$ cat src/sac_pkg.sv
// ----------------------------------------------------------------------------
// sac_pkg
// Shared constants and types for the swept box collision pipeline.
// ----------------------------------------------------------------------------
package sac_pkg;

	// default widths of coordinates (Q16.8) and times (Q4.16)
	localparam int COORD_WIDTH_DEF = 24;
	localparam int TIME_WIDTH_DEF  = 20;

	// frame time register and result time field
	localparam int              FT_W     = 20;
	localparam logic [FT_W-1:0] FT_RESET = 20'd1092;

	// fraction bits of a time quotient
	localparam int FRAC_BITS = 16;

	// per-axis decision, travels alongside the divider pipeline
	typedef struct packed {
		logic reject;    // apart and not closing in
		logic use_entry; // entry quotient narrows the start of the window
		logic use_exit;  // exit quotient narrows the end of the window
	} axis_ctrl_t;

endpackage

$ cat src/sac_window.sv
// ----------------------------------------------------------------------------
// sac_window
// Merges both axes into one time window and decides hit. Two stages.
// ----------------------------------------------------------------------------
module sac_window import sac_pkg::*; #(
	parameter int TW = TIME_WIDTH_DEF
) (
	input  logic            clk,
	input  logic            en,
	input  axis_ctrl_t      ctrl_x,
	input  axis_ctrl_t      ctrl_y,
	input  logic [TW-1:0]   qx_ent,
	input  logic [TW-1:0]   qx_ext,
	input  logic [TW-1:0]   qy_ent,
	input  logic [TW-1:0]   qy_ext,
	input  logic [FT_W-1:0] frame_time,
	output logic            hit_s2,
	output logic [FT_W-1:0] fct_s2
);

	localparam int WW = (TW > FT_W) ? TW : FT_W;
	localparam logic [TW-1:0] TMAX = '1;

	logic [TW-1:0] ft_clamp;
	logic [TW-1:0] ex;
	logic [TW-1:0] ey;
	logic [TW-1:0] xx;
	logic [TW-1:0] xy;
	logic [TW-1:0] t0;
	logic [TW-1:0] t1a;
	logic [TW-1:0] t1b;
	logic [TW-1:0] t0_s1;
	logic [TW-1:0] t1_s1;
	logic          rej_s1;
	logic          hit;

	// window start is the latest entry, end the earliest exit capped at the frame time
	always_comb begin
		ft_clamp = (WW'(frame_time) > WW'(TMAX)) ? TMAX : TW'(frame_time);
		ex  = ctrl_x.use_entry ? qx_ent : '0;
		ey  = ctrl_y.use_entry ? qy_ent : '0;
		xx  = ctrl_x.use_exit ? qx_ext : TMAX;
		xy  = ctrl_y.use_exit ? qy_ext : TMAX;
		t0  = (ex > ey) ? ex : ey;
		t1a = (xx < xy) ? xx : xy;
		t1b = (t1a < ft_clamp) ? t1a : ft_clamp;
	end

	always_ff @(posedge clk) begin
		if (en) begin
			t0_s1  <= t0;
			t1_s1  <= t1b;
			rej_s1 <= ctrl_x.reject || ctrl_y.reject;
		end
	end

	// empty window or rejection gives no hit
	assign hit = !rej_s1 && (t0_s1 <= t1_s1);

	always_ff @(posedge clk) begin
		if (en) begin
			hit_s2 <= hit;
			fct_s2 <= hit ? FT_W'(t0_s1) : '0;
		end
	end

endmodule

$ cat config.mk
export PLATFORM = sky130hd
export DESIGN_NAME = sac_window
export DESIGN_NICKNAME = d
export VERILOG_FILES = /design/src/sac_pkg.sv /design/src/sac_window.sv
export SDC_FILE = /design/constraint.sdc
export NUM_CORES = 1
export LEC_CHECK = 0
export BUFFER_PORTS_ARGS = -buffer_cell sky130_fd_sc_hd__clkbuf_2
export CAP_MARGIN = 20
export CORE_MARGIN = 4
export CORE_UTILIZATION = 45
export CTS_BUF_LIST = sky130_fd_sc_hd__clkbuf_16
export DETAILED_ROUTE_END_ITERATION = 10
export GPL_TIMING_DRIVEN = 0
export PLACE_DENSITY = 0.75
export SYNTH_ARGS = -nofsm -noshare
export SYNTH_HDL_FRONTEND = slang
export SYNTH_SLANG_ARGS = --single-unit
$ cat constraint.sdc
create_clock -name clk -period 4 [get_ports clk]
set_input_delay 0.2 -clock clk [delete_from_list [all_inputs] [get_ports clk]]
set_output_delay 0.2 -clock clk [all_outputs]
set_load 0.05 [all_outputs]
# Word level (Yosys, flattened, before mapping)
# Cells that the tools add are included.
[totals]
inputBits = 108
output_inout_bits = 21
reg_bits = 62
[classes]
n_mux = 8
magnitude_cmp = 5
reduce_logical = 3
[ops]
columns = ["op", "n"]
rows = [
  ["2-to-1 mux 20 bit", 8],
  ["< comparator 20 bit", 2],
  ["> comparator 20 bit", 1],
  ["> comparator 20 bit, second input constant", 1],
  ["less-or-equal comparator 20 bit", 1],
  ["logical AND 1 bit", 1],
  ["zero test 1 bit", 1],
  ["logical OR 1 bit", 1],
]

# Logic depth before layout (Yosys ltp)
[logic_depth]
ltp_word = 5
ltp_mapped = 21

# Least setup slack after synthesis
# Ideal clock, no wire load.
[synth_path]
path_type = "input-to-reg"
startpoint = "in ctrl_x[0] (netlist name)"
endpoint = "reg t1_s1[10] (data pin)"
path_buffers = 4
path_stages = 20
t_arrival_ns = 4.096
path_slack_ns = -0.356
path_cell_list = "buf_4 > clkbuf_1 > nor2b_1 > inv_1 > ha_1 > o21ai_0 > a221o_1 > a2111oi_2 > a211oi_2 > o21ai_2 > buf_6 > mux2i_1 > ha_1 > a2111oi_2 > o21ai_0 > a221o_1 > o21ai_0 > o22ai_2 > buf_6 > mux2_4"
[synth_via]
elab_chain_cells = 5
[synth_rtl]
columns = ["element", "line_no", "rtl"]
rows = [
  ["start: declaration", "sac_window.sv:10", "input axis_ctrl_t ctrl_x,"],
  ["2-to-1 mux 20 bit *", "sac_window.sv:42", "xx = ctrl_x.use_exit ? qx_ext : TMAX;"],
  ["< comparator 20 bit", "sac_window.sv:45", "t1a = (xx < xy) ? xx : xy;"],
  ["2-to-1 mux 20 bit *", "sac_window.sv:45", ""],
  ["< comparator 20 bit", "sac_window.sv:46", "t1b = (t1a < ft_clamp) ? t1a : ft_clamp;"],
  ["2-to-1 mux 20 bit *", "sac_window.sv:46", ""],
  ["named net t1b[10]", "sac_window.sv:31", "logic [TW-1:0] t1b;"],
  ["end signal: assignment", "sac_window.sv:52", "t1_s1 <= t1b;"],
  ["end: declaration", "sac_window.sv:33", "logic [TW-1:0] t1_s1;"],
]
# The timed path passes the listed nets; every way through them passes the cells marked *.
# A chain may end at the register's enable or synchronous reset.

# Worst setup path after layout
[layout_path]
startpoint = "in ctrl_x[0] (netlist name)"
endpoint = "reg t1_s1[7] (data pin)"
# Same word-level chain as after synthesis.

==> impl_metrics.csv <==
group,metric,value,unit
synthesis,post_synth_num_cell_types,41,
sta,tns,-4910,ps
clocking,clockBufferDepth,2,
global_route,antenna_found_initial,1,
layout,layout-drive-gt1-share,37.7,%
placement,pre_cts_slack,-993,ps
synthesis,synth_flop_cell,"edfxtp_1",
clocking,clock-sinks,62,
clocking,cts_tree,"done",
synthesis,async_flop_share,0,%
setup_path,worstSetupPathType,"in -> reg",
sta,worstMarginPinSlew,797,ps
layout,fin_util,61.8,%
routing,drtIter0Drc,229,
floorplanning,dieHeight,116,um
sta,skew,5.86,ps
synthesis,syn-cell-area,0.00526,mm2
synthesis,synth.avg_cell_area,9.97,um2
layout,seqCellArea,0.00186,mm2
layout,layoutNonFillerInstCount,848,
routing,drtAntennaViolNets,0,
sta,setup_violations,20,
sta,grt_setup_unrepaired,"true",
routing,drc,0,
clocking,clkTransAtPathRegs,50,ps
routing,viasPerCell,5.20,
global_route,grt_pass1_wl,20700,um
setup_path,start_kind,"input port",
layout,fill_cells,938,
setup_path,arrival,4340,ps
layout,layout_commonest_cell,"clkbuf_2",
placement,gp_congestion,0.897,
floorplanning,core-area,0.0114,mm2
global_route,grt_pass1_vias,4597,
sta,holdWs,143,ps
sta,maxSlewHeadroom,46.9,%
power_and_ir_drop,max-vdd-ir-drop,384,uV
setup_path,cp-end-kind,"flip-flop",
sta,slew_viol_final,0,
layout,layout_common_cells,"clkbuf_2, inv_1, ha_1",
routing,wl,13200,um
sta,min_period_over_period,107,%
flow_run,maxCapViolCount,0,
clocking,cts_buffers,9,
sta,finalCriticalPeriod,4270,ps
floorplanning,pin_count,129,
setup_path,critical_path_required,4070,ps
layout,area_growth,34.1,%
sta,hold_viol_final,0,
global_route,track_usage,19.4,%
synthesis,syn_inst,528,
synthesis,synth_nets,713,
routing,vias,4406,
layout,finalNetCount,886,
status,violations,"negative setup slack",
global_route,overflow,0,
power_and_ir_drop,power.leakage,0.00351,uW
floorplanning,fp.dieArea,0.0135,mm2
synthesis,yosys_warnings,0,
placement,hpwl,10200,um
layout,antennaDiodeCount,0,
sta,finalWorstSetupSlack,-266,ps
sta,max_freq,234,MHz
synthesis,synth_edf_count,62,
placement,place_inst,800,
setup_path,cp_max_fo,7,
placement,portBuffers,128,
clocking,clock_latency,320,ps
synthesis,ys_ff_latch,62,
routing,routedWlPerCell,15.6,um
hold_path,hold_path.class,"in -> reg",
status,status,"complete, but fails checks",
synthesis,seq_area_frac_synth,35.4,%
floorplanning,initial_core_util,46.1,%
power_and_ir_drop,power_density,371,mW/mm2
global_route,grt_max_degree,34,
clocking,htreeDepth,3,
clocking,root_buffer,"clkbuf_16",
floorplanning,die_w,116,um
routing,firstDrtPassIters,5,
layout,multi_input_area,0.00336,mm2
floorplanning,row_count,39,
-- timing repair --
action | CTS | global route
pin swaps | 11 | 7
endpoints found under the setup margin | 20 | 20
gates resized for setup | 49 | 36
setup buffers | 28 | 2
gates cloned | 2 | 1
hold buffers | 0 | 0
-- synth_stat cells (3+ instances only) --
cell | n | share of area, %
mux2_4 | 11 | 3.1
and2_1 | 22 | 2.6
a221o_1 | 5 | 0.95
a21o_1 | 11 | 1.6
buf_4 | 3 | 0.43
nor2b_1 | 42 | 5.0
nor2_1 | 10 | 0.71
o21ai_0 | 14 | 1.3
inv_1 | 82 | 5.8
nand2b_1 | 3 | 0.36
nand2_1 | 54 | 3.9
edfxtp_1 | 62 | 35
o21a_1 | 6 | 0.86
nand4_1 | 11 | 1.3
a21oi_1 | 17 | 1.6
mux2_2 | 10 | 2.1
clkbuf_1 | 8 | 0.57
ha_1 | 77 | 18
and4_1 | 3 | 0.50
mux2i_1 | 40 | 7.6
nor3_1 | 6 | 0.57
buf_6 | 4 | 0.86
nand3_1 | 3 | 0.29
-- stage by stage --
step | power, uW | cell area (um2)
floorplan | 1490 | 5290
global placement | 1680 | 6110
detailed placement | 1720 | 6130
CTS | 2580 | 6890
global route | 2760 | 7060
finish | 2620 | 7060
-- sequential cells by signal, indices dropped and copies added (netlist names) --
name    flops
t1_s1      20
rej_s1      1
fct_s2     20
t0_s1      20
hit_s2      1
-- cell families (layout without fill, tap and decap cells) --
| logic type | count (synthesis) | in the layout | share of synthesized area, % |
|---|---|---|---|
| DFF | 62 | 62 | 35.4 |
| and+or+nand+nor | 161 | 161 | 16.3 |
| adders and majority gates | 77 | 77 | 18.3 |
| muxes | 61 | 61 | 12.9 |
| buffers and inverters | 98 | 275 | 7.80 |
| AOI/OAI and AO/OA | 69 | 69 | 9.37 |
-- worst paths after layout --
path | end | cells past startpoint | start | slack, ps
worst max-delay path | t1_s1[7]$_DFFE_PP_ | 28 | ctrl_x[0] | -270
worst min-delay path | rej_s1$_DFFE_PP_ | 2 | ctrl_x[2] | 140
worst max register to register | fct_s2[6]$_SDFFCE_PN0P_ | 10 | t0_s1[5]$_DFFE_PP_ | 1310
worst min register to register | fct_s2[19]$_SDFFCE_PN0P_ | 1 | t0_s1[19]$_DFFE_PP_ | 570
-- routing by layer --
layer | up-vias | wire length (um) | GRT usage [%]
met3 | 26 | 673 | 4.72
met4 | 2 | 252 | 5.10
met1 | 2064 | 5560 | 23.8
met5 | - | 13 | 0
met2 | 118 | 6740 | 34.3
li1 | 2196 | - | -
-- report_power, final --
group	total [uW]	switching (uW)	internal, uW
registers	872	34.9	837
logic	1030	546	483
clock network	719	249	470
-- worst max-delay path: stages --
cell	delay [ps]
buf_8	70
buf_8	110
clkbuf_16	140
nor2b_4	150
inv_2	60
ha_4	260
o21ai_2	40
a221o_1	320
a2111oi_4	230
a211oi_2	90
buf_4	150
buf_4	130
buf_4	120
buf_4	120
buf_4	120
buf_4	120
buf_4	120
buf_4	120
buf_4	120
buf_4	120
buf_4	120
buf_4	130
buf_4	120
buf_4	130
mux2i_2	160
o22ai_4	210
buf_4	200
mux2_2	340
-- area by class of cell --
class	count	share of cell area (%)
plain buffers	16	1.93
well taps	143	2.54
multi-input cells	368	47.6
repair buffers	162	13.2
flip-flops and latches	62	26.4
inverters	82	4.36
clock buffers	9	3.19
clock inverters	6	0.780
No activity file was read; power rests on OpenSTA's default activity.
