--- config.mk ---
export PLATFORM = sky130hd
export DESIGN_NAME = sac_tdiv
export DESIGN_NICKNAME = d
export VERILOG_FILES = /design/src/sac_pkg.sv /design/src/sac_tdiv.sv
export SDC_FILE = /design/constraint.sdc
export NUM_CORES = 2
export LEC_CHECK = 0
export ABC_AREA = 1
export BUFFER_PORTS_ARGS = -buffer_cell sky130_fd_sc_hd__buf_2
export CORE_UTILIZATION = 38
export CTS_CLUSTER_SIZE = 12
export DETAILED_ROUTE_END_ITERATION = 8
export PLACE_DENSITY = 0.53
export SLEW_MARGIN = 20
export SYNTH_ARGS = -nofsm -noshare
export SYNTH_HDL_FRONTEND = slang
export SYNTH_SLANG_ARGS = --single-unit
--- constraint.sdc ---
create_clock -name clk -period 2.3 [get_ports clk]
set_input_delay 0.345 -clock clk [delete_from_list [all_inputs] [get_ports clk]]
set_output_delay 0.345 -clock clk [all_outputs]
set_load 0.1 [all_outputs]
--- src/sac_pkg.sv ---
// ----------------------------------------------------------------------------
// sac_pkg
// Shared constants and types for the swept box collision pipeline.
// ----------------------------------------------------------------------------
package sac_pkg;

	// default widths of coordinates (Q16.8) and times (Q4.16)
	localparam int COORD_WIDTH_DEF = 24;
	localparam int TIME_WIDTH_DEF  = 20;

	// frame time register and result time field
	localparam int              FT_W     = 20;
	localparam logic [FT_W-1:0] FT_RESET = 20'd1092;

	// fraction bits of a time quotient
	localparam int FRAC_BITS = 16;

	// per-axis decision, travels alongside the divider pipeline
	typedef struct packed {
		logic reject;    // apart and not closing in
		logic use_entry; // entry quotient narrows the start of the window
		logic use_exit;  // exit quotient narrows the end of the window
	} axis_ctrl_t;

endpackage

--- src/sac_tdiv.sv ---
// ----------------------------------------------------------------------------
// sac_tdiv
// Pipelined saturating divider: (|num| << 16) / |den|, one quotient bit per
// stage.
// ----------------------------------------------------------------------------
module sac_tdiv import sac_pkg::*; #(
	parameter int CW = COORD_WIDTH_DEF,
	parameter int TW = TIME_WIDTH_DEF
) (
	input  logic                clk,
	input  logic                en,
	input  logic signed [CW:0]  num,
	input  logic signed [CW:0]  den,
	output logic [TW-1:0]       quo
);

	localparam int NW = CW + 1 + FRAC_BITS + TW;  // widened dividend
	localparam int RW = CW + 2;                   // partial remainder

	logic [CW:0]   nabs;
	logic [CW:0]   dabs;
	logic [CW:0]   nmag_s1;
	logic [CW:0]   dmag_s1;
	logic [NW-1:0] n_ext;
	logic [NW-1:0] d_ext;

	logic [RW-1:0] rem_sk [TW+1];
	logic [TW-1:0] quo_sk [TW+1];
	logic [TW-1:0] nlo_sk [TW+1];
	logic [CW:0]   dmag_sk[TW+1];
	logic          ovf_sk [TW+1];

	// stage 1: magnitudes
	always_comb begin
		nabs = num[CW] ? $unsigned(-num) : $unsigned(num);
		dabs = den[CW] ? $unsigned(-den) : $unsigned(den);
	end

	always_ff @(posedge clk) begin
		if (en) begin
			nmag_s1 <= nabs;
			dmag_s1 <= dabs;
		end
	end

	// stage 2: overflow check and initial remainder
	always_comb begin
		n_ext = NW'(nmag_s1) << FRAC_BITS;
		d_ext = NW'(dmag_s1) << TW;
	end

	always_ff @(posedge clk) begin
		if (en) begin
			ovf_sk[0]  <= n_ext >= d_ext;
			rem_sk[0]  <= n_ext[TW+RW-1:TW];
			nlo_sk[0]  <= n_ext[TW-1:0];
			dmag_sk[0] <= dmag_s1;
			quo_sk[0]  <= '0;
		end
	end

	// restoring steps, most significant quotient bit first
	for (genvar k = 0; k < TW; k++) begin : g_step
		logic [RW-1:0] trial;
		logic          ge;

		always_comb begin
			trial = {rem_sk[k][RW-2:0], nlo_sk[k][TW-1-k]};
			ge    = trial >= RW'(dmag_sk[k]);
		end

		always_ff @(posedge clk) begin
			if (en) begin
				rem_sk[k+1]  <= ge ? (trial - RW'(dmag_sk[k])) : trial;
				quo_sk[k+1]  <= quo_sk[k] | (TW'(ge) << (TW-1-k));
				nlo_sk[k+1]  <= nlo_sk[k];
				dmag_sk[k+1] <= dmag_sk[k];
				ovf_sk[k+1]  <= ovf_sk[k];
			end
		end
	end

	// saturate at the top of the time range
	assign quo = ovf_sk[TW] ? '1 : quo_sk[TW];

endmodule

=== Word level (Yosys, flattened, before mapping) ===
Memory sizes are Yosys's and may differ from the RTL's.
Cells that the tools add are included.

* $add $sub $neg: 22
* Order comparisons: 21
* Mux-type cells: 25
* Bitwise logic cells: 20

{| class="wikitable"
|+ Operators with widths
! cell !! count
|-
| $ge 26x25->1 || 20
|-
| $mux 26 || 20
|-
| $sub 26x25->26 || 20
|-
| $neg 25->25 || 2
|-
| $mux 24 || 2
|-
| $ge 41x45->1 || 1
|-
| $mux 20 || 1
|-
| $or 20x1->20 || 1
|-
| $or 20x10->20 || 1
|-
| $or 20x11->20 || 1
|-
| $or 20x12->20 || 1
|-
| $or 20x13->20 || 1
|-
| $or 20x14->20 || 1
|-
| $or 20x15->20 || 1
|-
| $or 20x16->20 || 1
|-
| $or 20x17->20 || 1
|-
| $or 20x18->20 || 1
|-
| $or 20x19->20 || 1
|-
| $or 20x2->20 || 1
|-
| $or 20x20->20 || 1
|-
| $or 20x3->20 || 1
|-
| $or 20x4->20 || 1
|-
| $or 20x5->20 || 1
|-
| $or 20x6->20 || 1
|-
| other kinds (4) || 5
|}

* Flip-flop bits (word level): 50
* Bits in writable memories: 1,932
* Input port bits: 52
* Output and inout port bits: 20
* Word-level logic and storage cells: 97
* Memories: 5

{| class="wikitable"
|+ Memory list
! memory !! depth !! width !! rd ports !! clocked after Yosys merged registers in !! write ports !! line !! RTL
|-
| rem_sk || 21 || 26 || 20 || 0 || 21 || sac_tdiv.sv:27 || <nowiki>logic [RW-1:0] rem_sk [TW+1];</nowiki>
|-
| dmag_sk || 21 || 25 || 20 || 0 || 21 || sac_tdiv.sv:30 || <nowiki>logic [CW:0] dmag_sk[TW+1];</nowiki>
|-
| nlo_sk || 21 || 20 || 20 || 0 || 21 || sac_tdiv.sv:29 || <nowiki>logic [TW-1:0] nlo_sk [TW+1];</nowiki>
|-
| quo_sk || 21 || 20 || 21 || 0 || 21 || sac_tdiv.sv:28 || <nowiki>logic [TW-1:0] quo_sk [TW+1];</nowiki>
|-
| ovf_sk || 21 || 1 || 21 || 0 || 21 || sac_tdiv.sv:31 || <nowiki>logic ovf_sk [TW+1];</nowiki>
|}

=== Logic depth before layout (Yosys ltp) ===
An unclocked memory read counts as a cell.

* Depth after elaboration: 3
* Gate-level depth with buffers: 15
* Gate-level depth less buffers: 15

=== Worst setup path before layout ===
Ideal clock, no wire load.

* Path type: register -> register
* Start: memory nlo_sk[0][57] (netlist name)
* End: memory rem_sk[0][100] (netlist name) (data pin)
* Setup time: 253 ps
* Data arrival time: 1,843 ps
* Data required time: 2,047 ps
* Slack: 204 ps
* Stages on the path, launching flop included: 12
* Buffers on the path: 1
* Period minus slack after synthesis: 2,096 ps
* Cells stage by stage: edfxtp_1 -> inv_1 -> ha_1 -> inv_1 -> fa_1 -> nand3_1 -> nand3_1 -> nand3_4 -> nand3_4 -> buf_6 -> nand2_1 -> nand2_1

{| class="wikitable"
|+ RTL lines
! element !! line
|-
| start: declaration || sac_tdiv.sv:29
|-
| end: declaration || sac_tdiv.sv:27
|}

==> results.toml <==
[grt]
grt_max_degree = 118
grt_pass1_wl_um = 432000
grt_overflow = 0
antenna_found_initial = 3
track_usage_pct = 24.4
first_global_vias = 73774

[synthesis]
muxShareOfSynthArea_pct = 0
ys.flop_type = "edfxtp_1"
synth-edff-count = 1287
synth_warnings = 0
syn_inst = 11407
synth_area_leaders = "edfxtp_1 44%, nand2_1 19%, inv_1 10%"
synth_seq_cells = 1287
yosys.area_share.simple_pct = 31.8
yosys.area.top_type = "edfxtp_1"
yosys.area.top_type_share_pct = 44.3
syn-mean-instance-area_um2 = 7.65
synth_top_family_by_area = "simple AND/OR/NAND/NOR gates"
synthAdderAreaFrac_pct = 7.87
ys_types = 38
synth-compound-area-share_pct = 1.95
syn_area_mm2 = 0.0873
synth-xor-area-share_pct = 2.60
synthArstFlopShare_pct = 0
ys_seq_area_share_pct = 44.3
synth_nets = 11997

[placed_design]
dpl-instance-area_mm2 = 0.100
portBuffers = 71
gp_congestion = 0.956
dp_hpwl_um = 232000

[clock_tree]
htreeDepth = 4
cts.sinks = 1287
insertion_delay_ns = 0.83
clockBufferDepth = 3
clk_pin_slew_ns = 0.06
cts_tree = "done"
cts-buffers-inserted = 151
root_buffer = "clkbuf_16"

[sta]
tightest_slew_ns = 0.824
slew_viol_final = 0
setup_viol = 41
fmax_mhz = 425
fin_ws_ns = -0.0518
skew_ns = 0.0471
setup_tns_ns = -1.16
hold_violations = 0
hold_slack_ns = 0.0783
rsz0062_at_grt = "true"
max_slew_margin_pct = 45.0
finalCritPeriodShare_pct = 102
finalCriticalPeriod_ns = 2.35

[power]
comb_power_share_pct = 54.5
powerDensity_mw_per_mm2 = 1220
switchingPower_mw = 60.1
irDropWorstVdd_v = 0.000737
power_leakage_nw = 58.1
power_mw = 140
power.internal_mw = 79.4
pwr-share-clk_pct = 17.5
swShare_pct = 43.1
power_frac_seq_pct = 28.0

[critical_path]
crit_fanout = 5
ff2ff_setup_slack_ns = -0.05
cp.arrival_ns = 2.92
cpMostUsedCell = "nand3_4"
slowest_delay_ns = 0.50
cp-start-kind = "register"
crit_required_ns = 2.87
r2r_cells = 10
slowest_stage = "edfxtp_1"
crit_chain = "ha_2, inv_2, fa_2, nand3_2, nand3_4, nand3_4, nand3_4, buf_12, nand2_4, nand2_4"
worst_setup_path_end_kind = "register"
path_class = "reg -> reg"

[floorplan]
die_w_um = 481
die_y_um = 481
coreArea_mm2 = 0.228
rows = 175
initial_core_util_pct = 38.3
die_area_mm2 = 0.232
pin_count = 72

[layout]
multiInputGateArea_mm2 = 0.0437
final_common_cell = "nand2_1"
layout.nets = 13667
layout.area.seq_mm2 = 0.0386
final_cell_mix = "4050 x nand2_1, 2311 x inv_1, 1380 x buf_4"
finalInstanceArea_mm2 = 0.115
area_delta_synth_final_pct = 31.5
drive_gt1_share_pct = 22.4
final_util_pct = 50.4
fillers = 21791

[detailed_routing]
wl_per_cell_um = 18.2
drtIter0Drc = 5668
first_pass_iters = 6
totalWireLength_um = 295000
drc = 0
routed_via_density = 4.84
ant_nets = 0
vias = 78392

[min_path]
hold_path_class = "in -> reg"
whs_path_depth = 3

[run_status]
failed_checks = "negative setup slack"
outcome = "complete, but fails checks"

[run]
drv_cap = 0
[registers in the layout, indices dropped and copies added, names as in the netlist]
register,flops
dmag_sk,500
rem_sk,496
quo_sk,210
dmag_s1,25
nmag_s1,25
ovf_sk,21
nlo_sk,10
[cells in the mapped netlist, types with 30 or more instances]
cell and number:
ha_1 519, nand3_4 33, a21oi_1 212, nand2_1 4472, xnor2_1 42, inv_1 2384, clkbuf_1 30, nor3_1 33
xor2_1 217, nand3_1 436, or2_2 46, and2_1 37, edfxtp_1 1287, buf_6 38, buf_2 91, nor2_1 678
nand4_1 603
[final timing paths]
| path | endpoint | startpoint |
|---|---|---|
| worst max-delay path | rem_sk[0][80]$_DFFE_PP_ | dmag_sk[2][0]$_DFFE_PP_ |
| worst min-delay path | nmag_s1[16]$_DFFE_PP_ | num[24] |
| worst max register to register | rem_sk[0][80]$_DFFE_PP_ | dmag_sk[2][0]$_DFFE_PP_ |
| worst min register to register | quo_sk[9][13]$_DFFE_PP_ | quo_sk[8][13]$_DFFE_PP_ |
[kinds of logic (layout without fill, tap and decap cells)]
logic type	after synthesis	count (layout)
other	0	3
DFF	1287	1287
AOI/OAI and AO/OA	283	283
buffers and inverters	2562	4343
xor gates and xnor gates	259	259
adders and majority gates	538	538
and+or+nand+nor	6478	6480
[power groups by stage]
stage	Clock (mW)	Sequential, mW	Combinational (mW)
floorplan	0	35.5	41.3
CTS	25.0	38.7	66.9
detailed placement	0	39.1	64.7
global placement	0	39.2	64.4
finish	24.4	39.0	76.1
global route	25.9	39.3	84.3
[area by class of cell]
class / count / share of cell area, %
multi-input cells: 7560 / 38.1
well taps: 3009 / 3.28
clock buffers: 178 / 3.38
diodes: 3 / 0.00654
repair buffers: 1674 / 12.7
inverters: 2403 / 7.86
flip-flops and latches: 1287 / 33.7
clock inverters: 88 / 0.973
[through the flow]
| step | setup WS, ns | std cells |
|---|---|---|
| 5_1_grt | -0.126 | 16199 |
| 6_report | -0.0518 | 16202 |
| 2_1_floorplan | 0.204 | 11407 |
| 3_3_place_gp | -0.201 | 15449 |
| 4_1_cts | -0.107 | 15876 |
| 3_5_place_dp | -0.229 | 15449 |
[per-layer routing]
layer / part of all wire [%] / global-route usage [%] / up-vias
met3: 4.5 / 2.58 / 447
li1: - / - / 39356
met4: 3.6 / 8.82 / 0
met2: 48 / 41.6 / 2021
met5: 0 / 0 / -
met1: 44 / 31.9 / 36568
[critical path, delay by kind of cell, from the launching register on]
kind,cells,cell delay (ns)
and+or+nand+nor,6,0.64
adders and majority gates,2,0.68
DFF,1,0.50
buffers and inverters,2,0.27
[what timing repair did]
action | CTS | global route
pin swaps | 55 | 274
hold buffers | 59 | 0
setup endpoints to repair | 322 | 498
hold endpoints to repair | 57 | 0
cloned | 7 | 32
resized for setup | 134 | 989
setup buffers | 95 | 295
Note: power is estimated with default switching activity, not from simulation.
