### src/sac_pkg.sv
// ----------------------------------------------------------------------------
// sac_pkg
// Shared constants and types for the swept box collision pipeline.
// ----------------------------------------------------------------------------
package sac_pkg;

	// default widths of coordinates (Q16.8) and times (Q4.16)
	localparam int COORD_WIDTH_DEF = 24;
	localparam int TIME_WIDTH_DEF  = 20;

	// frame time register and result time field
	localparam int              FT_W     = 20;
	localparam logic [FT_W-1:0] FT_RESET = 20'd1092;

	// fraction bits of a time quotient
	localparam int FRAC_BITS = 16;

	// per-axis decision, travels alongside the divider pipeline
	typedef struct packed {
		logic reject;    // apart and not closing in
		logic use_entry; // entry quotient narrows the start of the window
		logic use_exit;  // exit quotient narrows the end of the window
	} axis_ctrl_t;

endpackage

### src/sac_axis.sv
// ----------------------------------------------------------------------------
// sac_axis
// One axis: relative velocity, edge distances and the case decision by sign.
// ----------------------------------------------------------------------------
module sac_axis import sac_pkg::*; #(
	parameter int CW = COORD_WIDTH_DEF
) (
	input  logic                clk,
	input  logic                en,
	input  logic signed [CW-1:0] a_min,
	input  logic signed [CW-1:0] a_max,
	input  logic signed [CW-1:0] a_vel,
	input  logic signed [CW-1:0] b_min,
	input  logic signed [CW-1:0] b_max,
	input  logic signed [CW-1:0] b_vel,
	output axis_ctrl_t          ctrl_s1,
	output logic signed [CW:0]  ent_num_s1,
	output logic signed [CW:0]  ext_num_s1
);

	logic signed [CW:0] vel;
	logic signed [CW:0] d_hi;  // a_max - b_min
	logic signed [CW:0] d_lo;  // a_min - b_max
	logic               amin_gt_bmax;
	logic               amax_lt_bmin;
	logic               bmin_lt_amax;
	logic               amin_lt_bmax;
	logic               neg;
	logic               pos;
	axis_ctrl_t         ctrl;

	// exact differences, one bit wider than the coordinates
	always_comb begin
		vel  = {b_vel[CW-1], b_vel} - {a_vel[CW-1], a_vel};
		d_hi = {a_max[CW-1], a_max} - {b_min[CW-1], b_min};
		d_lo = {a_min[CW-1], a_min} - {b_max[CW-1], b_max};
		amin_gt_bmax = a_min > b_max;
		amax_lt_bmin = a_max < b_min;
		bmin_lt_amax = b_min < a_max;
		amin_lt_bmax = a_min < b_max;
		neg = vel[CW];
		pos = !vel[CW] && (vel != '0);
	end

	// case split on the sign of the relative velocity
	always_comb begin
		if (neg) begin
			ctrl.reject    = amin_gt_bmax;
			ctrl.use_entry = amax_lt_bmin;
			ctrl.use_exit  = amin_lt_bmax;
		end else if (pos) begin
			ctrl.reject    = amax_lt_bmin;
			ctrl.use_entry = amin_gt_bmax;
			ctrl.use_exit  = bmin_lt_amax;
		end else begin
			ctrl.reject    = amax_lt_bmin || amin_gt_bmax;
			ctrl.use_entry = 1'b0;
			ctrl.use_exit  = 1'b0;
		end
	end

	always_ff @(posedge clk) begin
		if (en) begin
			ctrl_s1    <= ctrl;
			ent_num_s1 <= neg ? d_hi : d_lo;
			ext_num_s1 <= neg ? d_lo : d_hi;
		end
	end

endmodule

### config.mk
export PLATFORM = sky130hd
export DESIGN_NAME = sac_axis
export DESIGN_NICKNAME = d
export VERILOG_FILES = /design/src/sac_pkg.sv /design/src/sac_axis.sv
export SDC_FILE = /design/constraint.sdc
export NUM_CORES = 1
export LEC_CHECK = 0
export BUFFER_PORTS_ARGS = -buffer_cell sky130_fd_sc_hd__buf_2
export CORE_UTILIZATION = 45
export DETAILED_ROUTE_END_ITERATION = 10
export GPL_TIMING_DRIVEN = 0
export PLACE_DENSITY = 0.71
export REMOVE_ABC_BUFFERS = 1
export SYNTH_ARGS = -nofsm -noshare
export SYNTH_HDL_FRONTEND = slang
export SYNTH_SLANG_ARGS = --single-unit
### constraint.sdc
create_clock -name clk -period 7.6 [get_ports clk]
set_input_delay 0.38 -clock clk [delete_from_list [all_inputs] [get_ports clk]]
set_output_delay 0.38 -clock clk [all_outputs]
set_load 0.02 [all_outputs]
# Word level (Yosys, flattened, before mapping)
# Cells that the tools add are included.
# Widths: inputs -> output; s select.
[totals]
word_cells = 20
inputBits = 146
output_inout_bits = 53
reg_bits = 53
[classes]
muxes = 4
order_cmp = 4
reduce_logical = 4
n_addsub = 3
[op_table]
columns = ["cell", "n"]
rows = [
  ["$sub 24x24->25", 3],
  ["$lt 24x24->1", 3],
  ["$mux 25", 2],
  ["$reduce_bool 25->1", 1],
  ["$gt 24x24->1", 1],
  ["$mux 3", 2],
  ["$logic_and 1x1->1", 1],
  ["$logic_not 1->1", 1],
  ["$logic_or 1x1->1", 1],
]

# Longest topological paths before layout
# Gate-level depths: netlist of the first run.
[logic_depth]
word_depth = 5
mapped_depth = 13

# Worst setup path after synthesis of the first run
# Ideal clock, no wire load.
[synth_timing]
kind = "input to register"
from = "input a_vel[1]"
to = "register ctrl_s1[0] (netlist name) (data pin)"
t_arrival_ns = 2.752
setup_time_ns = 0.277
cell_stages = 11
setup_slack_ns = 4.571
t_required_ns = 7.323
cell_sequence = "inv_1 ha_1 nor2b_1 o31a_1 o311ai_4 o2111ai_2 and2_1 a41o_1 or4_4 nor4_2 a211oi_1"
[synth_lines]
columns = ["element", "line_no", "text"]
rows = [
  ["start, declared", "sac_axis.sv:12", "input logic signed [CW-1:0] a_vel,"],
  ["end signal, assigned", "sac_axis.sv:64", "ctrl_s1 <= ctrl;"],
  ["end, declared", "sac_axis.sv:16", "output axis_ctrl_t ctrl_s1,"],
]

# Worst setup path in the final report of the first run
[layout_timing]
from = "input a_vel[0]"
to = "register ent_num_s1[12] (data pin)"
[layout_via]
elab_chain_len = 2
[layout_rtl]
columns = ["element", "line_no", "text"]
rows = [
  ["$sub 24x24->25", "sac_axis.sv:34", "vel = {b_vel[CW-1], b_vel} - {a_vel[CW-1], a_vel};"],
  ["$mux 25", "sac_axis.sv:65", "ent_num_s1 <= neg ? d_hi : d_lo;"],
  ["end signal, assigned", "sac_axis.sv:65", ""],
  ["end, declared", "sac_axis.sv:17", "output logic signed [CW:0] ent_num_s1,"],
]
# Every way passes these cells.
# A chain may end at the register's enable or synchronous reset.

==> results of run 1 <==
==> path summary, 6_finish.rpt <==
kind              to  slack, ns  depth (start not counted)
max   ent_num_s1[12]       4.17                         12
min    ext_num_s1[0]       0.59                          3
==> critical path, delay by kind of cell <==
| family | cells | cell delay [ns] |
|---|---|---|
| mux | 1 | 0.34 |
| compound gates | 6 | 1.59 |
| fa+ha+maj | 2 | 0.63 |
| buf+inv | 2 | 0.34 |
| simple gates | 1 | 0.20 |
==> logic make-up (layout without fill, tap and decap cells) <==
group / count (synthesis) / in the layout / synth area share (%)
multiplexers: 44 / 44 / 7.45
adder cells (fa/ha/maj): 76 / 76 / 15.2
AO/OA/AOI/OAI: 234 / 234 / 25.2
XOR/XNOR: 48 / 48 / 6.55
buffers and inverters: 110 / 303 / 6.65
AND/OR/NAND/NOR: 177 / 177 / 14.2
flip-flops: 53 / 53 / 24.8
==> state kept, by name, summed over array words and instances, names as in the netlist <==
signal and count:
ctrl_s1 3, ext_num_s1 25, ent_num_s1 25
==> stage by stage <==
step / hold slack [ns] / area [um^2]
after global placement: 0.822 / 7560
final: 0.586 / 7780
after floorplan: 0.492 / 6350
after detailed placement: 0.822 / 7630
after global routing: 0.583 / 7780
after CTS: 0.582 / 7780
==> layout make-up <==
| class | count | area, um^2 | share of cell area, % |
|---|---|---|---|
| clock buffers | 5 | 125 | 1.61 |
| clock inverters | 3 | 21.3 | 0.274 |
| inverters | 95 | 357 | 4.59 |
| multi-input cells | 579 | 4420 | 56.8 |
| flip-flops and latches | 53 | 1590 | 20.5 |
| well taps | 180 | 225 | 2.90 |
| repair buffers | 200 | 1040 | 13.4 |
==> metal layers <==
metal  vias up  share of wire, %
met2       185                51
met3        25               4.9
met1      2744                43
met5         -             0.067
met4         2               2.0
li1       3097                 -
==> power by group <==
| part | internal [W] | switching [W] | total [W] |
|---|---|---|---|
| registers | 0.000400 | 0.0000160 | 0.000416 |
| logic | 0.000278 | 0.000374 | 0.000652 |
| clock network | 0.000123 | 0.000112 | 0.000235 |
==> layout by cell type (no fill, tap or decap), types with 14 or more instances in the layout <==
| cell type | instances |
|---|---|
| a21o_1 | 40 |
| a21oi_1 | 54 |
| buf_2 | 198 |
| edfxtp_1 | 53 |
| ha_1 | 73 |
| inv_1 | 95 |
| mux2_2 | 23 |
| mux2i_1 | 14 |
| nand2_1 | 47 |
| nor2_1 | 38 |
| nor2b_1 | 14 |
| o21a_1 | 16 |
| o21ai_0 | 39 |
| xnor2_1 | 27 |
| xor2_1 | 21 |
==> impl_metrics.yaml, run 1 <==
clocking:
  clockBufferDepth: 2
  cts_tree: "yes"
  postCtsHoldBufs: 0
  htreeDepth: 2
  cts_setup_buffers: 0
  clk_pin_slew_ns: 0.07
  ctsResizeCount: 0
  cts_made_buffers: 5
  cts_root_buffer: "clkbuf_16"
  cts.sinks: 53
sta:
  fin_ws_ns: 4.17
  tightest_slew_ns: 1.23
  grt_setup_unrepaired: "false"
  final-hold-violation-count: 0
  finalSetupViolCount: 0
  slew_viol_final: 0
  finalCritPeriodShare_pct: 45.2
  setup-tns-final_ns: 0
  min_period_ns: 3.43
  max_slew_margin_pct: 18.0
  max_freq_mhz: 291
final_layout:
  final_util_pct: 56.0
  nFillCells: 1338
  finalNonFillerCells: 1115
  antenna_cells: 0
  drive_gt1_share_pct: 26.5
  final_nets: 1156
  syn2layout_area_growth_pct: 21.2
status:
  run_status: "completed"
place:
  globalplace.congestion: 0.878
  post-place-ws_ns: 3.84
  dp_hpwl_um: 13700
  portBuffers: 198
  placed_cells: 1107
floorplan:
  dieArea_um2: 14700
  die_w_um: 121
  core_area_um2: 13900
  ios: 199
  rows: 43
  start_util_pct: 46.2
  die_y_um: 121
yosys:
  synth_edf_count: 53
  ys_top_cells_by_count: "inv_1 (95), ha_1 (73), a21oi_1 (54), edfxtp_1 (53), nand2_1 (47)"
  synthCells: 742
  avgSynthCellArea_um2: 8.65
  yosysTopAreaCell: "edfxtp_1"
  synth-seq-cells: 53
  synth_top_area_share_pct: 24.8
  synth.most_common_cell: "inv_1"
  ys_warn_count: 0
  synth.area.top_cells: "edfxtp_1 (25%), ha_1 (14%), inv_1 (5.6%)"
  synth-main-ff-cell: "edfxtp_1"
  ys_types: 69
  syn_area_um2: 6420
  seq_area_frac_synth_pct: 24.8
  synth-async-reset-ratio_pct: 0
drt:
  drt_iter0_markers: 338
  drc: 0
  vias: 6053
  wire_per_inst_um: 14.8
  vias_per_cell: 5.43
  antenna_left: 0
  firstDrtPassIters: 5
  routed_wirelength_um: 16500
min_path:
  min-delay-start: "b_max[0]"
  hold_path.class: "in2reg"
critical_path:
  cp_data_required_time_ns: 7.65
  end_kind: "flop"
  max_stage_delay_ns: 0.55
  crit_slowest_cell: "a21boi_4"
  path_cells: "buf_2 > ha_1 > fa_1 > nor2b_1 > o31a_1 > o21a_4 > a21oi_1 > o21ai_1 > a211o_1 > a21boi_4 > buf_16 > mux2_2"
  critPathKind: "in2reg"
  cp_max_fo: 16
  startpoint_type: "primary input"
  cp-startpoint: "a_vel[0]"
  arrival_ns: 3.48
global_route:
  grt_usage_pct: 22.5
  grt_pass1_vias: 5697
  grt_max_degree: 54
  grt_pass1_wl_um: 26400
  grtUsageMet1_pct: 27.4
  antenna_found_initial: 1
  grt.met3_usage_pct: 2.26
  overflow: 0
  grt.busiest_layer: "met2"
  grt_use_met2_pct: 41.5
power:
  leakage_nw: 3.86
  vdd_drop_max_mv: 0.0968
  p_per_area_nw_per_um2: 168
  p_total_w: 0.00130
flow_run:
  cap_violations: 0
Power figures use the tool's default switching activity.
==> run 2: changes to the inputs <==
--- a/config.mk
+++ b/config.mk
@@ -5,11 +5,12 @@
 export SDC_FILE = /design/constraint.sdc
 export NUM_CORES = 1
 export LEC_CHECK = 0
+export ABC_AREA = 1
 export BUFFER_PORTS_ARGS = -buffer_cell sky130_fd_sc_hd__buf_2
 export CORE_UTILIZATION = 45
 export DETAILED_ROUTE_END_ITERATION = 10
 export GPL_TIMING_DRIVEN = 0
-export PLACE_DENSITY = 0.71
+export PLACE_DENSITY = 0.7
 export REMOVE_ABC_BUFFERS = 1
 export SYNTH_ARGS = -nofsm -noshare
 export SYNTH_HDL_FRONTEND = slang
==> constraint.sdc (replaced) <==
create_clock -name clk -period 3.3 [get_ports clk]
set_input_delay 0.165 -clock clk [delete_from_list [all_inputs] [get_ports clk]]
set_output_delay 0.165 -clock clk [all_outputs]
set_load 0.02 [all_outputs]
==> run 2 against run 1 <==
Effect of this change:
- die area is 9.9% higher
- sequential cell count stayed put
- combinational power is 150% higher
- utilization is 1.3 points lower
- critical endpoint is now ctrl_s1[2]
==> impl_metrics.yaml, run 2 <==
global_route:
  antenna_found_initial: 1
  grt_pass1_vias: 6871
  grt_pass1_wl_um: 31400
  grt_usage_pct: 24.1
  overflow: 0
  grt_max_degree: 55
critical_path:
  cp_max_fo: 54
  path_common_cell: "nand2_1"
  cp-endpoint: "ctrl_s1[2]"
  end_kind: "flop"
  arrival_ns: 2.64
  crit_slowest_cell: "fa_1"
  startpoint_type: "primary input"
  cp_data_required_time_ns: 3.35
  max_stage_delay_ns: 0.39
  critPathBufInv: 3
  critPathKind: "in2reg"
  cp-startpoint: "a_vel[0]"
  critical_path_depth: 17
  critPathTopFamily: "simple AND/OR/NAND/NOR gates"
  path_cells: "buf_2 > ha_1 > fa_1 > inv_1 > nand3_1 > nand2_1 > nand2_2 > nand2_2 > nand3_2 > nand2_2 > nand3_2 > nand3_2 > nand2_8 > inv_8 > nand2_1 > nand2_1 > nand2_1"
drt:
  vias: 7429
  routed_wirelength_um: 19400
  antenna_left: 0
  drc: 0
  firstDrtPassIters: 5
  vias_per_cell: 4.94
  wire_per_inst_um: 12.9
  drt_iter0_markers: 587
final_layout:
  finalNonFillerCells: 1504
  syn2layout_area_growth_pct: 18.3
  final_nets: 1514
  layout_commonest_cell: "nand2_1"
  reg_top3: "ent_num_s1 x25, ext_num_s1 x25, ctrl_s1 x3"
  drive_gt1_share_pct: 19.1
  most-common-layout-cells: "nand2_1 (349), inv_1 (202), buf_2 (198), nor2_1 (93), ha_1 (73)"
place:
  globalplace.congestion: 0.933
  placed_cells: 1496
  post-place-ws_ns: 0.426
  dp_hpwl_um: 16800
  portBuffers: 198
sta:
  min_period_ns: 2.59
  fin_ws_ns: 0.713
  slew_viol_final: 0
  setup-tns-final_ns: 0
  final-hold-violation-count: 0
  max_slew_margin_pct: 23.1
  tightest_slew_ns: 1.15
  finalSetupViolCount: 0
  max_freq_mhz: 387
  grt_setup_unrepaired: "false"
  finalCritPeriodShare_pct: 78.4
power:
  p_per_area_nw_per_um2: 371
  leakage_nw: 4.64
  vdd_drop_max_mv: 0.239
status:
  run_status: "completed"
clocking:
  cts_made_buffers: 5
  postCtsHoldBufs: 0
  cts_setup_buffers: 0
  clk_pin_slew_ns: 0.06
  ctsResizeCount: 0
  htreeDepth: 2
  cts_root_buffer: "clkbuf_16"
  cts_tree: "yes"
  clockBufferDepth: 2
  cts.sinks: 53
yosys:
  seq_area_frac_synth_pct: 22.5
  synthCells: 1097
  yosysTopAreaCell: "edfxtp_1"
  synth_edf_count: 53
  synth.most_common_cell: "nand2_1"
  syn_area_um2: 7060
  avgSynthCellArea_um2: 6.44
  synth-async-reset-ratio_pct: 0
  ys_top_cells_by_count: "nand2_1 (349), inv_1 (202), nor2_1 (93), ha_1 (73), a21oi_1 (69)"
  synth.area.top_cells: "edfxtp_1 (23%), nand2_1 (19%), ha_1 (13%)"
  ys_types: 40
  synth_top_area_share_pct: 22.5
  synth-seq-cells: 53
  ys_warn_count: 0
  synth-main-ff-cell: "edfxtp_1"
min_path:
  hold_path.class: "in2reg"
floorplan:
  rows: 45
  core_area_um2: 15300
  start_util_pct: 46.3
  dieArea_um2: 16200
  die_w_um: 127
  ios: 199
  die_y_um: 127
flow_run:
  cap_violations: 0
-- run 2: changes by cell type after synthesis, sizes merged, moves of 16 or more --
cell	before	now
nand2	47	356
inv	95	206
nor2	38	95
o21ai	41	79
nand3	11	48
a21o	40	10
mux2	30	0
a21oi	54	70
o21a	17	1
-- run 2: final cells by class --
type,instances,area [um^2]
Antenna cell,1,2.50
Clock buffer,6,129
Fill cell,1568,6900
Sequential cell,53,1590
Inverter,206,781
Clock inverter,1,3.75
Tap cell,211,264
Multi-Input combinational cell,828,4590
Timing Repair Buffer,198,991
-- run 2: report_power, final --
group | switching (W) | internal, W | total (W)
clock | 0.000221 | 0.000275 | 0.000496
combinational | 0.00106 | 0.000574 | 0.00163
sequential | 0.0000400 | 0.000934 | 0.000974
total | 0.00132 | 0.00178 | 0.00310
-- run 2: logic make-up after synthesis --
| kind of cell | Yosys count | share of synthesized area, % |
|---|---|---|
| AND/OR/NAND/NOR | 534 | 31.2 |
| adder cells (fa/ha/maj) | 76 | 13.8 |
| AO/OA/AOI/OAI | 174 | 14.6 |
| XOR/XNOR | 44 | 5.46 |
| flip-flops | 53 | 22.5 |
| buffers and inverters | 216 | 12.5 |
-- run 2: stage by stage --
stage               power, W  hold slack [ns]  cell area (um^2)  utilization (%)
floorplan            0.00212            0.277              6970                -
global placement     0.00260            0.606              8220             53.9
detailed placement   0.00262            0.607              8220             53.9
CTS                  0.00311            0.414              8350             54.7
global route         0.00334            0.411              8350             54.7
finish               0.00310            0.392              8360             54.8
-- run 2: per-layer routing --
| layer | up-vias | wire length (um) | track usage [%] | part of all wire [%] |
|---|---|---|---|---|
| met5 | - | 13 | 0 | 0.067 |
| met4 | 2 | 394 | 7.07 | 2.0 |
| met3 | 30 | 1020 | 2.51 | 5.3 |
| met2 | 234 | 9120 | 42.6 | 47 |
| met1 | 3247 | 8890 | 31.1 | 46 |
| li1 | 3916 | - | - | - |
-- run 2: worst min path at each step --
stage          slack (ns)             end           start  cells after the start
6_report             0.39   ext_num_s1[0]        b_max[0]                      3
5_1_grt              0.41   ext_num_s1[0]        b_max[0]                      3
4_1_cts              0.41   ext_num_s1[0]        b_max[0]                      3
3_5_place_dp         0.61  ent_num_s1[21]  ent_num_s1[21]                      1
3_3_place_gp         0.61  ext_num_s1[21]  ext_num_s1[21]                      1
2_1_floorplan        0.28      ctrl_s1[0]              en                      0
==> run 3: changes to the inputs <==
--- a/config.mk
+++ b/config.mk
@@ -5,12 +5,12 @@
 export SDC_FILE = /design/constraint.sdc
 export NUM_CORES = 1
 export LEC_CHECK = 0
-export ABC_AREA = 1
+export ABC_AREA = 0
 export BUFFER_PORTS_ARGS = -buffer_cell sky130_fd_sc_hd__buf_2
 export CORE_UTILIZATION = 45
 export DETAILED_ROUTE_END_ITERATION = 10
 export GPL_TIMING_DRIVEN = 0
-export PLACE_DENSITY = 0.7
+export PLACE_DENSITY = 0.71
 export REMOVE_ABC_BUFFERS = 1
 export SYNTH_ARGS = -nofsm -noshare
 export SYNTH_HDL_FRONTEND = slang
==> constraint.sdc (replaced) <==
create_clock -name clk -period 2.4 [get_ports clk]
set_input_delay 0.12 -clock clk [delete_from_list [all_inputs] [get_ports clk]]
set_output_delay 0.12 -clock clk [all_outputs]
set_load 0.02 [all_outputs]
==> run 3 against run 2 <==
Effect of this change:
- the run now ends with negative setup slack left
- final cell count fell by 22%
- critical path depth fell by 6
- count of clock-buffer cells in the layout fell by 1
- sequential cell count did not move
==> impl_metrics.yaml, run 3 (same netlist as run 1, synthesis figures left out) <==
sta:
  grt_setup_unrepaired: "true"
  min_period_ns: 2.67
  slew_viol_final: 0
  finalSetupViolCount: 50
  tightest_slew_ns: 1.24
  max_slew_margin_pct: 17.1
  finalCritPeriodShare_pct: 111
  fin_ws_ns: -0.272
  max_freq_mhz: 374
  final-hold-violation-count: 0
critical_path:
  cp_max_fo: 4
  critPathKind: "in2reg"
  startpoint_type: "primary input"
  arrival_ns: 2.72
  cp_data_required_time_ns: 2.44
  end_kind: "flop"
final_layout:
  final_nets: 1211
  final_util_pct: 63.3
  layout_commonest_cell: "buf_2"
  drive_gt1_share_pct: 37.4
  reg_top3: "ent_num_s1 x25, ext_num_s1 x25, ctrl_s1 x3"
  syn2layout_area_growth_pct: 36.8
  most-common-layout-cells: "buf_2 (193), inv_1 (92), ha_1 (60), edfxtp_1 (53), a21oi_1 (48)"
  finalNonFillerCells: 1172
power:
  p_per_area_nw_per_um2: 526
  leakage_nw: 4.34
  vdd_drop_max_mv: 0.318
drt:
  drc: 0
  vias: 6483
  vias_per_cell: 5.53
  drt_iter0_markers: 447
  firstDrtPassIters: 5
  wire_per_inst_um: 16.1
  antenna_left: 0
  routed_wirelength_um: 18800
clocking:
  cts_tree: "yes"
  clockBufferDepth: 2
  clk_pin_slew_ns: 0.07
  cts.sinks: 53
  cts_root_buffer: "clkbuf_16"
  postCtsHoldBufs: 0
  htreeDepth: 2
  cts_made_buffers: 5
min_path:
  hold_depth: 3
  hold_path.class: "in2reg"
status:
  run_status: "finished with violations"
  violations: "negative setup slack"
floorplan:
  rows: 43
  dieArea_um2: 14700
  die_y_um: 121
  start_util_pct: 46.2
  die_w_um: 121
  core_area_um2: 13900
  ios: 199
place:
  placed_cells: 1107
  dp_hpwl_um: 13700
  portBuffers: 198
  globalplace.congestion: 0.878
global_route:
  overflow: 0
  grt_usage_pct: 25.2
  grt_max_degree: 54
  grt_pass1_wl_um: 29400
  grt_pass1_vias: 6191
  antenna_found_initial: 3
flow_run:
  cap_violations: 0
-- run 3: layout make-up --
| type | count | area [um^2] |
|---|---|---|
| clock buffer | 5 | 125 |
| antenna | 2 | 5.00 |
| timing repair buffer | 255 | 1580 |
| clock inverter | 3 | 21.3 |
| fill | 1186 | 5100 |
| tap | 180 | 225 |
| inverter | 95 | 359 |
| multi-input combinational | 579 | 4880 |
| sequential | 53 | 1590 |
-- run 3: path summary, 6_finish.rpt --
path	startpoint	endpoint
max	a_vel[6]	ctrl_s1[0]
min	b_max[0]	ent_num_s1[0]
-- run 3: where the power goes --
group	switching (W)	internal, W
clock	0.000357	0.000390
sequential	0.0000505	0.00127
combinational	0.00136	0.00120
-- run 3: per-stage QoR --
| step | setup slack, ns | setup TNS (ns) | cell area (um^2) | hold slack, ns | power (W) |
|---|---|---|---|---|---|
| 2_1_floorplan | -1.49 | -48.14 | 6350 | 0.232 | 0.00276 |
| 3_3_place_gp | -2.76 | -96.72 | 7560 | 0.562 | 0.00334 |
| 3_5_place_dp | -1.10 | -39.74 | 7630 | 0.562 | 0.00339 |
| 4_1_cts | -0.277 | -5.98 | 8680 | 0.291 | 0.00458 |
| 5_1_grt | -0.399 | -10.18 | 8780 | 0.300 | 0.00487 |
| 6_report | -0.272 | -5.16 | 8780 | 0.298 | 0.00462 |
-- run 3: per-layer routing --
layer | track usage, % | wire [um] | vias up
met4 | 9.65 | 561 | 2
li1 | - | - | 3223
met2 | 47.0 | 9690 | 213
met3 | 2.16 | 781 | 47
met1 | 29.6 | 7800 | 2998
met5 | 0 | 11 | -
-- run 3: timing repair --
item | 4_1_cts | 5_1_grt
setup endpoints to repair | 50 | 53
gates resized for setup | 104 | 47
setup buffers | 44 | 16
pin swaps | 37 | 23
gates cloned | 5 | 0
endpoints found under the hold margin | 0 | 0
-- run 3: worst max-delay path: stages --
cell and delay (ns):
buf_6 0.07, inv_2 0.04, ha_4 0.16, or4_4 0.55, o21a_4 0.25, a2111o_1 0.42, o211ai_2 0.17, o211ai_1 0.11
or4_4 0.52, nor4_4 0.24, a211oi_1 0.08
